===== src/rtl/emc_pkg.sv =====
// Shared types, constants and date helpers for the elapsed-ms calendar converter.
package emc_pkg;

    localparam int unsigned TS_W     = 32;
    localparam int unsigned TOTAL_W  = 23;
    localparam int unsigned BASE_W   = 17;
    localparam int unsigned DAYS_W   = 6;
    localparam int unsigned TOD_W    = 17;
    localparam int unsigned MT_W     = 11;
    localparam int unsigned DAYSUM_W = 7;

    // floor(n / 1000) = (n * 274877907) >> 38 for any 32-bit n
    localparam logic [31:0] MS_RECIP   = 32'd274877907;
    // floor(y / 675) = (y * 99422) >> 26 for y < 2^16 (total / 86400 with y = total >> 7)
    localparam logic [16:0] DAY_RECIP  = 17'd99422;
    // floor(y / 15) = (y * 34953) >> 19 for y < 2^15 (tod / 60 with y = tod >> 2)
    localparam logic [15:0] MIN_RECIP  = 16'd34953;
    // floor(y / 15) = (y * 547) >> 13 for y < 2^9 (minutes / 60 with y = minutes >> 2)
    localparam logic [9:0]  HOUR_RECIP = 10'd547;

    localparam logic [16:0] SECS_PER_DAY  = 17'd86400;
    localparam logic [16:0] SECS_PER_HOUR = 17'd3600;
    localparam logic [16:0] SECS_PER_MIN  = 17'd60;
    localparam logic [3:0]  MONTHS        = 4'd12;

    // validity modes
    localparam logic [1:0] MODE_NONE  = 2'd0;
    localparam logic [1:0] MODE_TIME  = 2'd1;
    localparam logic [1:0] MODE_DATE  = 2'd2;
    localparam logic [1:0] MODE_SPARE = 2'd3;

    typedef enum logic [2:0] {
        CFG_HOUR   = 3'd0,
        CFG_MINUTE = 3'd1,
        CFG_SECOND = 3'd2,
        CFG_DAY    = 3'd3,
        CFG_MONTH  = 3'd4,
        CFG_YEAR   = 3'd5,
        CFG_MILLIS = 3'd6,
        CFG_MODE   = 3'd7
    } cfg_idx_t;

    typedef struct packed {
        logic [4:0]  hour;
        logic [5:0]  minute;
        logic [5:0]  second;
        logic [4:0]  day;
        logic [3:0]  month;
        logic [11:0] year;
        logic [31:0] millis;
        logic [1:0]  mode;
    } ref_cfg_t;

    typedef struct packed {
        logic [11:0]         year;
        logic [3:0]          month;
        logic [DAYSUM_W-1:0] day;
    } date_t;

    function automatic logic [4:0] month_len(input logic [3:0] month);
        logic [4:0] len;
        unique case (month)
            4'd2:                      len = 5'd28;
            4'd4, 4'd6, 4'd9, 4'd11:   len = 5'd30;
            default:                   len = 5'd31;
        endcase
        return len;
    endfunction

    // one step of the month walk: roll over if the day exceeds the month
    function automatic date_t date_step(input date_t d);
        date_t      r;
        logic [4:0] len;
        r   = d;
        len = month_len(d.month);
        if (d.day > {2'b00, len}) begin
            r.day = d.day - {2'b00, len};
            if (d.month == MONTHS) begin
                r.month = 4'd1;
                r.year  = d.year + 12'd1;
            end else begin
                r.month = d.month + 4'd1;
            end
        end
        return r;
    endfunction

endpackage


===== src/rtl/elapsed_ms_to_calendar_time.sv =====
// One item per cycle sustained while the result register is empty or taken.
// The whole pipeline advances together when the result register is empty or taken.
// Stages: tick difference, ms divide multiply, seconds sum, day split, time of day,
// minute and hour splits alongside a three-step month walk.
// Reset (aresetn low, synchronous) empties the pipeline and restores reference registers.
// Top level: configuration registers, pipeline control and result masking.
module elapsed_ms_to_calendar_time
    import emc_pkg::*;
(
    input  logic        aclk,
    input  logic        aresetn,
    input  logic        cfg_valid,
    output logic        cfg_ready,
    input  logic [2:0]  cfg_index,
    input  logic [31:0] cfg_data,
    input  logic        s_valid,
    output logic        s_ready,
    input  logic [31:0] s_timestamp_ms,
    output logic        m_valid,
    input  logic        m_ready,
    output logic [11:0] m_out_year,
    output logic [3:0]  m_out_month,
    output logic [4:0]  m_out_day,
    output logic [4:0]  m_out_hour,
    output logic [5:0]  m_out_minute,
    output logic [5:0]  m_out_second,
    output logic        m_time_known,
    output logic        m_date_known
);

    ref_cfg_t           cfg_reg;
    ref_cfg_t           cfg_next;
    logic               en;
    logic               secs_vld;
    logic [TOTAL_W-1:0] total;
    logic [DAYS_W-1:0]  days;
    logic               tod_vld;
    logic [4:0]         hour;
    logic [5:0]         minute;
    logic [5:0]         second;
    date_t              date;
    logic               time_ok;
    logic               date_ok;

    assign cfg_ready = 1'b1;

    always_comb begin
        cfg_next = cfg_reg;
        if (cfg_valid) begin
            unique case (cfg_idx_t'(cfg_index))
                CFG_HOUR:   cfg_next.hour   = cfg_data[4:0];
                CFG_MINUTE: cfg_next.minute = cfg_data[5:0];
                CFG_SECOND: cfg_next.second = cfg_data[5:0];
                CFG_DAY:    cfg_next.day    = cfg_data[4:0];
                CFG_MONTH:  cfg_next.month  = cfg_data[3:0];
                CFG_YEAR:   cfg_next.year   = cfg_data[11:0];
                CFG_MILLIS: cfg_next.millis = cfg_data;
                CFG_MODE:   cfg_next.mode   = cfg_data[1:0];
            endcase
        end
    end

    always_ff @(posedge aclk) begin
        if (!aresetn) begin
            cfg_reg.hour   <= 5'd0;
            cfg_reg.minute <= 6'd0;
            cfg_reg.second <= 6'd0;
            cfg_reg.day    <= 5'd1;
            cfg_reg.month  <= 4'd1;
            cfg_reg.year   <= 12'd2000;
            cfg_reg.millis <= 32'd0;
            cfg_reg.mode   <= MODE_NONE;
        end else begin
            cfg_reg <= cfg_next;
        end
    end

    assign en      = !m_valid || m_ready;
    assign s_ready = en;

    emc_secs u_secs (
        .aclk    (aclk),
        .aresetn (aresetn),
        .en      (en),
        .in_vld  (s_valid),
        .ts      (s_timestamp_ms),
        .cfg     (cfg_reg),
        .out_vld (secs_vld),
        .total   (total)
    );

    emc_tod u_tod (
        .aclk    (aclk),
        .aresetn (aresetn),
        .en      (en),
        .in_vld  (secs_vld),
        .total   (total),
        .days    (days),
        .out_vld (tod_vld),
        .hour    (hour),
        .minute  (minute),
        .second  (second)
    );

    emc_date u_date (
        .aclk (aclk),
        .en   (en),
        .days (days),
        .cfg  (cfg_reg),
        .date (date)
    );

    assign time_ok = cfg_reg.mode != MODE_NONE;
    assign date_ok = cfg_reg.mode[1];

    assign m_valid      = tod_vld;
    assign m_time_known = time_ok;
    assign m_date_known = date_ok;
    assign m_out_hour   = time_ok ? hour   : 5'd0;
    assign m_out_minute = time_ok ? minute : 6'd0;
    assign m_out_second = time_ok ? second : 6'd0;
    assign m_out_year   = date_ok ? date.year        : 12'd0;
    assign m_out_month  = date_ok ? date.month       : 4'd0;
    assign m_out_day    = date_ok ? date.day[4:0]    : 5'd0;

    a_time_range: assert property (@(posedge aclk) disable iff (!aresetn)
        m_valid |-> (m_out_hour < 5'd24) && (m_out_minute < 6'd60) && (m_out_second < 6'd60))
        else $error("time field out of range");

    a_month_range: assert property (@(posedge aclk) disable iff (!aresetn)
        (m_valid && m_date_known) |-> (m_out_month >= 4'd1) && (m_out_month <= MONTHS))
        else $error("month out of range");

    a_date_implies_time: assert property (@(posedge aclk) disable iff (!aresetn)
        m_valid && m_date_known |-> m_time_known)
        else $error("date known without time");

    a_stall_holds: assert property (@(posedge aclk) disable iff (!aresetn)
        (m_valid && !m_ready) |=> m_valid && $stable(m_out_hour) && $stable(m_out_second))
        else $error("result lost during stall");

endmodule


===== src/rtl/emc_secs.sv =====
// Elapsed seconds stages: tick difference, divide by 1000, add reference time of day.
module emc_secs
    import emc_pkg::*;
(
    input  logic               aclk,
    input  logic               aresetn,
    input  logic               en,
    input  logic               in_vld,
    input  logic [TS_W-1:0]    ts,
    input  ref_cfg_t           cfg,
    output logic               out_vld,
    output logic [TOTAL_W-1:0] total
);

    logic [2:0]          vld_reg;
    logic [TS_W-1:0]     elapsed_reg;
    logic [TOTAL_W-1:0]  secs_reg;
    logic [TOTAL_W-1:0]  total_reg;
    logic [63:0]         prod;
    logic [BASE_W-1:0]   base;

    assign prod = 64'(elapsed_reg) * 64'(MS_RECIP);
    assign base = BASE_W'(cfg.hour) * SECS_PER_HOUR + BASE_W'(cfg.minute) * SECS_PER_MIN
                + BASE_W'(cfg.second);

    always_ff @(posedge aclk) begin
        if (!aresetn) begin
            vld_reg <= '0;
        end else if (en) begin
            vld_reg <= {vld_reg[1:0], in_vld};
        end
    end

    always_ff @(posedge aclk) begin
        if (en) begin
            elapsed_reg <= ts - cfg.millis;
            secs_reg    <= prod[60:38];
            total_reg   <= TOTAL_W'(base) + secs_reg;
        end
    end

    assign out_vld = vld_reg[2];
    assign total   = total_reg;

endmodule


===== src/rtl/emc_tod.sv =====
// Day split and hour/minute/second stages by reciprocal multiplies.
module emc_tod
    import emc_pkg::*;
(
    input  logic               aclk,
    input  logic               aresetn,
    input  logic               en,
    input  logic               in_vld,
    input  logic [TOTAL_W-1:0] total,
    output logic [DAYS_W-1:0]  days,
    output logic               out_vld,
    output logic [4:0]         hour,
    output logic [5:0]         minute,
    output logic [5:0]         second
);

    logic [4:0]          vld_reg;
    logic [DAYS_W-1:0]   days_reg;
    logic [TOTAL_W-1:0]  total4_reg;
    logic [TOD_W-1:0]    tod5_reg;
    logic [TOD_W-1:0]    tod6_reg;
    logic [MT_W-1:0]     mt6_reg;
    logic [MT_W-1:0]     mt7_reg;
    logic [5:0]          sec7_reg;
    logic [4:0]          hour7_reg;
    logic [5:0]          sec8_reg;
    logic [4:0]          hour8_reg;
    logic [5:0]          min8_reg;
    logic [32:0]         day_prod;
    logic [TOTAL_W-1:0]  tod_full;
    logic [30:0]         mt_prod;
    logic [TOD_W-1:0]    sec_full;
    logic [18:0]         hour_prod;
    logic [MT_W-1:0]     min_full;

    assign day_prod  = 33'(total[22:7]) * 33'(DAY_RECIP);
    assign tod_full  = total4_reg - TOTAL_W'(days_reg) * TOTAL_W'(SECS_PER_DAY);
    assign mt_prod   = 31'(tod5_reg[16:2]) * 31'(MIN_RECIP);
    assign sec_full  = tod6_reg - TOD_W'(mt6_reg) * SECS_PER_MIN;
    assign hour_prod = 19'(mt6_reg[10:2]) * 19'(HOUR_RECIP);
    assign min_full  = mt7_reg - MT_W'(hour7_reg) * MT_W'(SECS_PER_MIN);

    always_ff @(posedge aclk) begin
        if (!aresetn) begin
            vld_reg <= '0;
        end else if (en) begin
            vld_reg <= {vld_reg[3:0], in_vld};
        end
    end

    always_ff @(posedge aclk) begin
        if (en) begin
            days_reg   <= day_prod[31:26];
            total4_reg <= total;
            tod5_reg   <= tod_full[TOD_W-1:0];
            mt6_reg    <= mt_prod[29:19];
            tod6_reg   <= tod5_reg;
            sec7_reg   <= sec_full[5:0];
            hour7_reg  <= hour_prod[17:13];
            mt7_reg    <= mt6_reg;
            sec8_reg   <= sec7_reg;
            hour8_reg  <= hour7_reg;
            min8_reg   <= min_full[5:0];
        end
    end

    assign days    = days_reg;
    assign out_vld = vld_reg[4];
    assign hour    = hour8_reg;
    assign minute  = min8_reg;
    assign second  = sec8_reg;

endmodule


===== src/rtl/emc_date.sv =====
// Date stages: add carried days to the reference date and walk month lengths.
module emc_date
    import emc_pkg::*;
(
    input  logic              aclk,
    input  logic              en,
    input  logic [DAYS_W-1:0] days,
    input  ref_cfg_t          cfg,
    output date_t             date
);

    date_t      start_reg;
    date_t      step_reg [3];
    logic [3:0] month_clamp;

    always_comb begin
        priority if (cfg.month == 4'd0) begin
            month_clamp = 4'd1;
        end else if (cfg.month > MONTHS) begin
            month_clamp = MONTHS;
        end else begin
            month_clamp = cfg.month;
        end
    end

    always_ff @(posedge aclk) begin
        if (en) begin
            start_reg.year  <= cfg.year;
            start_reg.month <= month_clamp;
            start_reg.day   <= DAYSUM_W'(cfg.day) + DAYSUM_W'(days);
            step_reg[0]     <= date_step(start_reg);
            step_reg[1]     <= date_step(step_reg[0]);
            step_reg[2]     <= date_step(step_reg[1]);
        end
    end

    assign date = step_reg[2];

endmodule

===== config.mk =====
export PLATFORM = sky130hd
export DESIGN_NAME = elapsed_ms_to_calendar_time
export DESIGN_NICKNAME = d
export VERILOG_FILES = /design/src/rtl/emc_pkg.sv /design/src/rtl/elapsed_ms_to_calendar_time.sv /design/src/rtl/emc_secs.sv /design/src/rtl/emc_tod.sv /design/src/rtl/emc_date.sv
export SDC_FILE = /design/constraint.sdc
export NUM_CORES = 2
export LEC_CHECK = 0
export BUFFER_PORTS_ARGS = -buffer_cell sky130_fd_sc_hd__buf_2
export CAP_MARGIN = 20
export CORE_MARGIN = 2
export CORE_UTILIZATION = 40
export DETAILED_ROUTE_END_ITERATION = 8
export GPL_TIMING_DRIVEN = 1
export HOLD_SLACK_MARGIN = 0.08
export PLACE_DENSITY = 0.63
export SKIP_LAST_GASP = 1
export SLEW_MARGIN = 30
export SYNTH_ARGS = -nofsm -noshare
export SYNTH_HDL_FRONTEND = slang
export SYNTH_SLANG_ARGS = --single-unit

===== constraint.sdc =====
create_clock -name aclk -period 11.15 [get_ports aclk]
set_input_delay 1.6725 -clock aclk [delete_from_list [all_inputs] [get_ports aclk]]
set_output_delay 1.6725 -clock aclk [all_outputs]
set_load 0.05 [all_outputs]

==> out/results.tsv <==
stage	metric	value	unit
timing	final setup violation count	0	
grt	largest net degree at the start of global routing	91	
route	post-route ant nets	0	
timing	final clock skew	0.0267	ns
die	Initial Util	40.3	%
setup_path	critical path fanouts, max	10	
clocking	root buf cell	clkbuf_16	
clocking	H-tree Lvls	2	
timing	Tcrit/Tclk final	67.1	%
placement	gpl congestion	0.910	
clocking	TritonCTS clock tree	done	
setup_path	crit path cell chain	ha_1 > fa_1 > fa_1 > inv_1 > fa_1 > inv_1 > fa_1 > inv_1 > fa_1 > inv_1 > fa_1 > inv_1 > fa_1 > inv_1 > ha_1 > and3_1 > and3_1 > nand4_1 > o311ai_1 > o31ai_2 > nand2_1 > a311o_1 > a21oi_1 > xnor2_1	
logic_synthesis	synth warn	0	
clocking	hold_buf cts	0	
logic_synthesis	#FFs+latches synth	339	
clocking	post-CTS setup buffers	0	
grt	Global Route Usage Sum	17.3	%
route	1st-pass router iterations	5	
die	Chip Height	316	microns
route	post-DR wirelength/cell	16.5	microns
logic_synthesis	prevailing post-synth register cell	edfxtp_1	
setup_path	crit path buf inv count	6	
logic_synthesis	register area share after synthesis	24.1	%
logic_synthesis	Post-Syn Area	0.0389	sq mm
die	core outline area	0.0966	sq mm
die	Die Width	316	microns
setup_path	CP Launch Type	register	
logic_synthesis	adder-cell share of the synthesized area	47.5	%
min_path	Hold Path Class	register to register	
status	status	complete, no violations	
logic_synthesis	Mapped Avg Cell Area	10.6	sq um
clocking	cts repair resizes	0	
route	final wirelength	84.0	mm
clocking	Clock Latency Late Sink	0.57	ns
cells_and_area	Area Overhead vs Synth	8.28	%
cells_and_area	max reg flops	71	
setup_path	Crit path largest cell delay	0.62	ns
timing	final hold violation count	0	
clocking	clock sink total	339	
placement	Port-buffer cells	113	
cells_and_area	Layout Nets	5093	
clocking	CTS Buffer Depth	3	
clocking	Clock transition at path regs	0.07	ns
logic_synthesis	largest family of logic cells by synthesized area	adder cells	
timing	worst slew pin tran	0.887	ns
job	max_cap viols	0	
grt	vias in the first global route	25900	
setup_path	crit end category	register	
setup_path	Crit Path Class	register to register	
timing	Min Clock Period, post-route	7.49	ns
route	First DRT Iteration DRCs	1186	
setup_path	critical path required time	11.47	ns
timing	upper clock frequency limit	134	MHz
timing	max-slew violations	0	
route	DRC Markers	0	
setup_path	delay-heaviest family, CP	adder cells	
logic_synthesis	Synth Area in Compound Gates	7.99	%
timing	Final TNS setup	0	ns
logic_synthesis	synthesized netlist net count	4972	
grt	gr ovfl total	0	
setup_path	CP max-delay cell	edfxtp_1	
route	vias	24900	
cells_and_area	commonest cells after routing, fill and taps aside	840 x inv_1, 812 x ha_1, 416 x fa_1, 259 x edfxtp_1, 191 x nand2_1	
timing	relative slew slack	40.7	%
die	# rows	114	
logic_synthesis	XOR/XNOR Fraction of Synth Area	4.07	%
grt	first-pass GRT wire length	136	mm
placement	post-DP HPWL	70.7	mm
logic_synthesis	EDFF count, synth	259	
setup_path	Crit path top cell by count	fa_1	
route	vias per cell	4.89	
cells_and_area	fraction of layout cells with a size suffix above 1	5.24	%
logic_synthesis	Simple-Gate Fraction of Synth Area	7.03	%
setup_path	Worst EP arrival	7.80	ns
cells_and_area	Filler Cell Count	9149	
cells_and_area	multi-input combinational cell area	0.0263	sq mm
cells_and_area	most common cell after layout, fill and taps aside	inv_1	
die	# IOs	115	
logic_synthesis	Async SR Flop Fraction	0	%
logic_synthesis	Mapped Cells	3672	
timing	RSZ-0062 raised after global routing	false	
logic_synthesis	mux contribution to synthesized area	0.835	%
cells_and_area	Sequential Area	0.00938	sq mm
die	die area	0.0999	sq mm
logic_synthesis	synth unique cells	80	
grt	initial antenna violation count	2	
clocking	number of clock buffers inserted by TritonCTS	37	
-- Yosys cell counts (49+ instances only) --
| cell type | count | area, sq um |
|---|---|---|
| edfxtp_1 | 259 | 7780 |
| dfxtp_1 | 80 | 1600 |
| a21o_1 | 67 | 503 |
| nor2_1 | 102 | 383 |
| inv_1 | 840 | 3150 |
| o21ai_0 | 70 | 350 |
| xnor2_1 | 131 | 1150 |
| nor2b_1 | 62 | 388 |
| nand2_1 | 191 | 717 |
| a21boi_0 | 49 | 368 |
| ha_1 | 812 | 10200 |
| xor2_1 | 50 | 438 |
| fa_1 | 416 | 8330 |
| nand3_1 | 51 | 255 |
| a21oi_1 | 108 | 541 |
-- metrics by stage --
stage / std cells / instance area, sq um / utilization (%) / setup WS [ns] / hold slack (ns)
after floorplan: 3672 / 38900 / - / 1.66 / 0.400
after global placement: 5030 / 41000 / 42.5 / 3.74 / 0.401
after detailed placement: 5030 / 41000 / 42.5 / 3.64 / 0.405
after CTS: 5096 / 42200 / 43.7 / 3.64 / 0.420
after global routing: 5097 / 42200 / 43.7 / 3.33 / 0.428
final: 5097 / 42200 / 43.7 / 3.66 / 0.420
-- cells by family (layout without fill, tap and decap cells) --
group           Yosys count  after routing
simple gates            562            562
flops                   339            339
compound gates          450            450
xor+xnor                181            181
fa+ha+maj              1228           1228
mux                      32             32
other cells               1              2
buf+inv                 879           1027
-- worst reg2reg max path: cells and delay by family (launching register included) --
family / cells / cell delay (ns)
xor gates and xnor gates: 1 / 0.08
adders and majority gates: 9 / 4.24
DFF: 1 / 0.62
AOI/OAI and AO/OA: 4 / 1.24
buffers and inverters: 6 / 0.30
and+or+nand+nor: 4 / 0.74
-- final timing paths --
kind | start | end | slack (ns) | depth (start not counted)
min reg2reg | u_tod.total4_reg[3] | u_tod.tod5_reg[3] | 0.42 | 0
min | u_tod.total4_reg[3] | u_tod.tod5_reg[3] | 0.42 | 0
max reg2reg | u_secs.elapsed_reg[24] | u_secs.secs_reg[7] | 3.66 | 24
max | u_secs.elapsed_reg[24] | u_secs.secs_reg[7] | 3.66 | 24
-- per-layer routing --
metal / GRT usage (%) / wire length (microns)
met1: 22.1 / 37000
met2: 30.3 / 41500
met5: 0 / 14
met4: 4.39 / 2070
met3: 2.86 / 3470
-- final cells by class --
class,count,area share [%]
Inverter,841,7.50
Sequential cell,339,22.2
Clock buffer,43,2.30
Timing Repair Buffer,120,1.47
Antenna cell,1,0.00593
Tap cell,1276,3.79
Clock inverter,23,0.424
Multi-Input combinational cell,2454,62.3
Power is left out: the tool's default activity adds up to more than one toggle a clock period on the data nets, which glitch-free logic cannot reach.
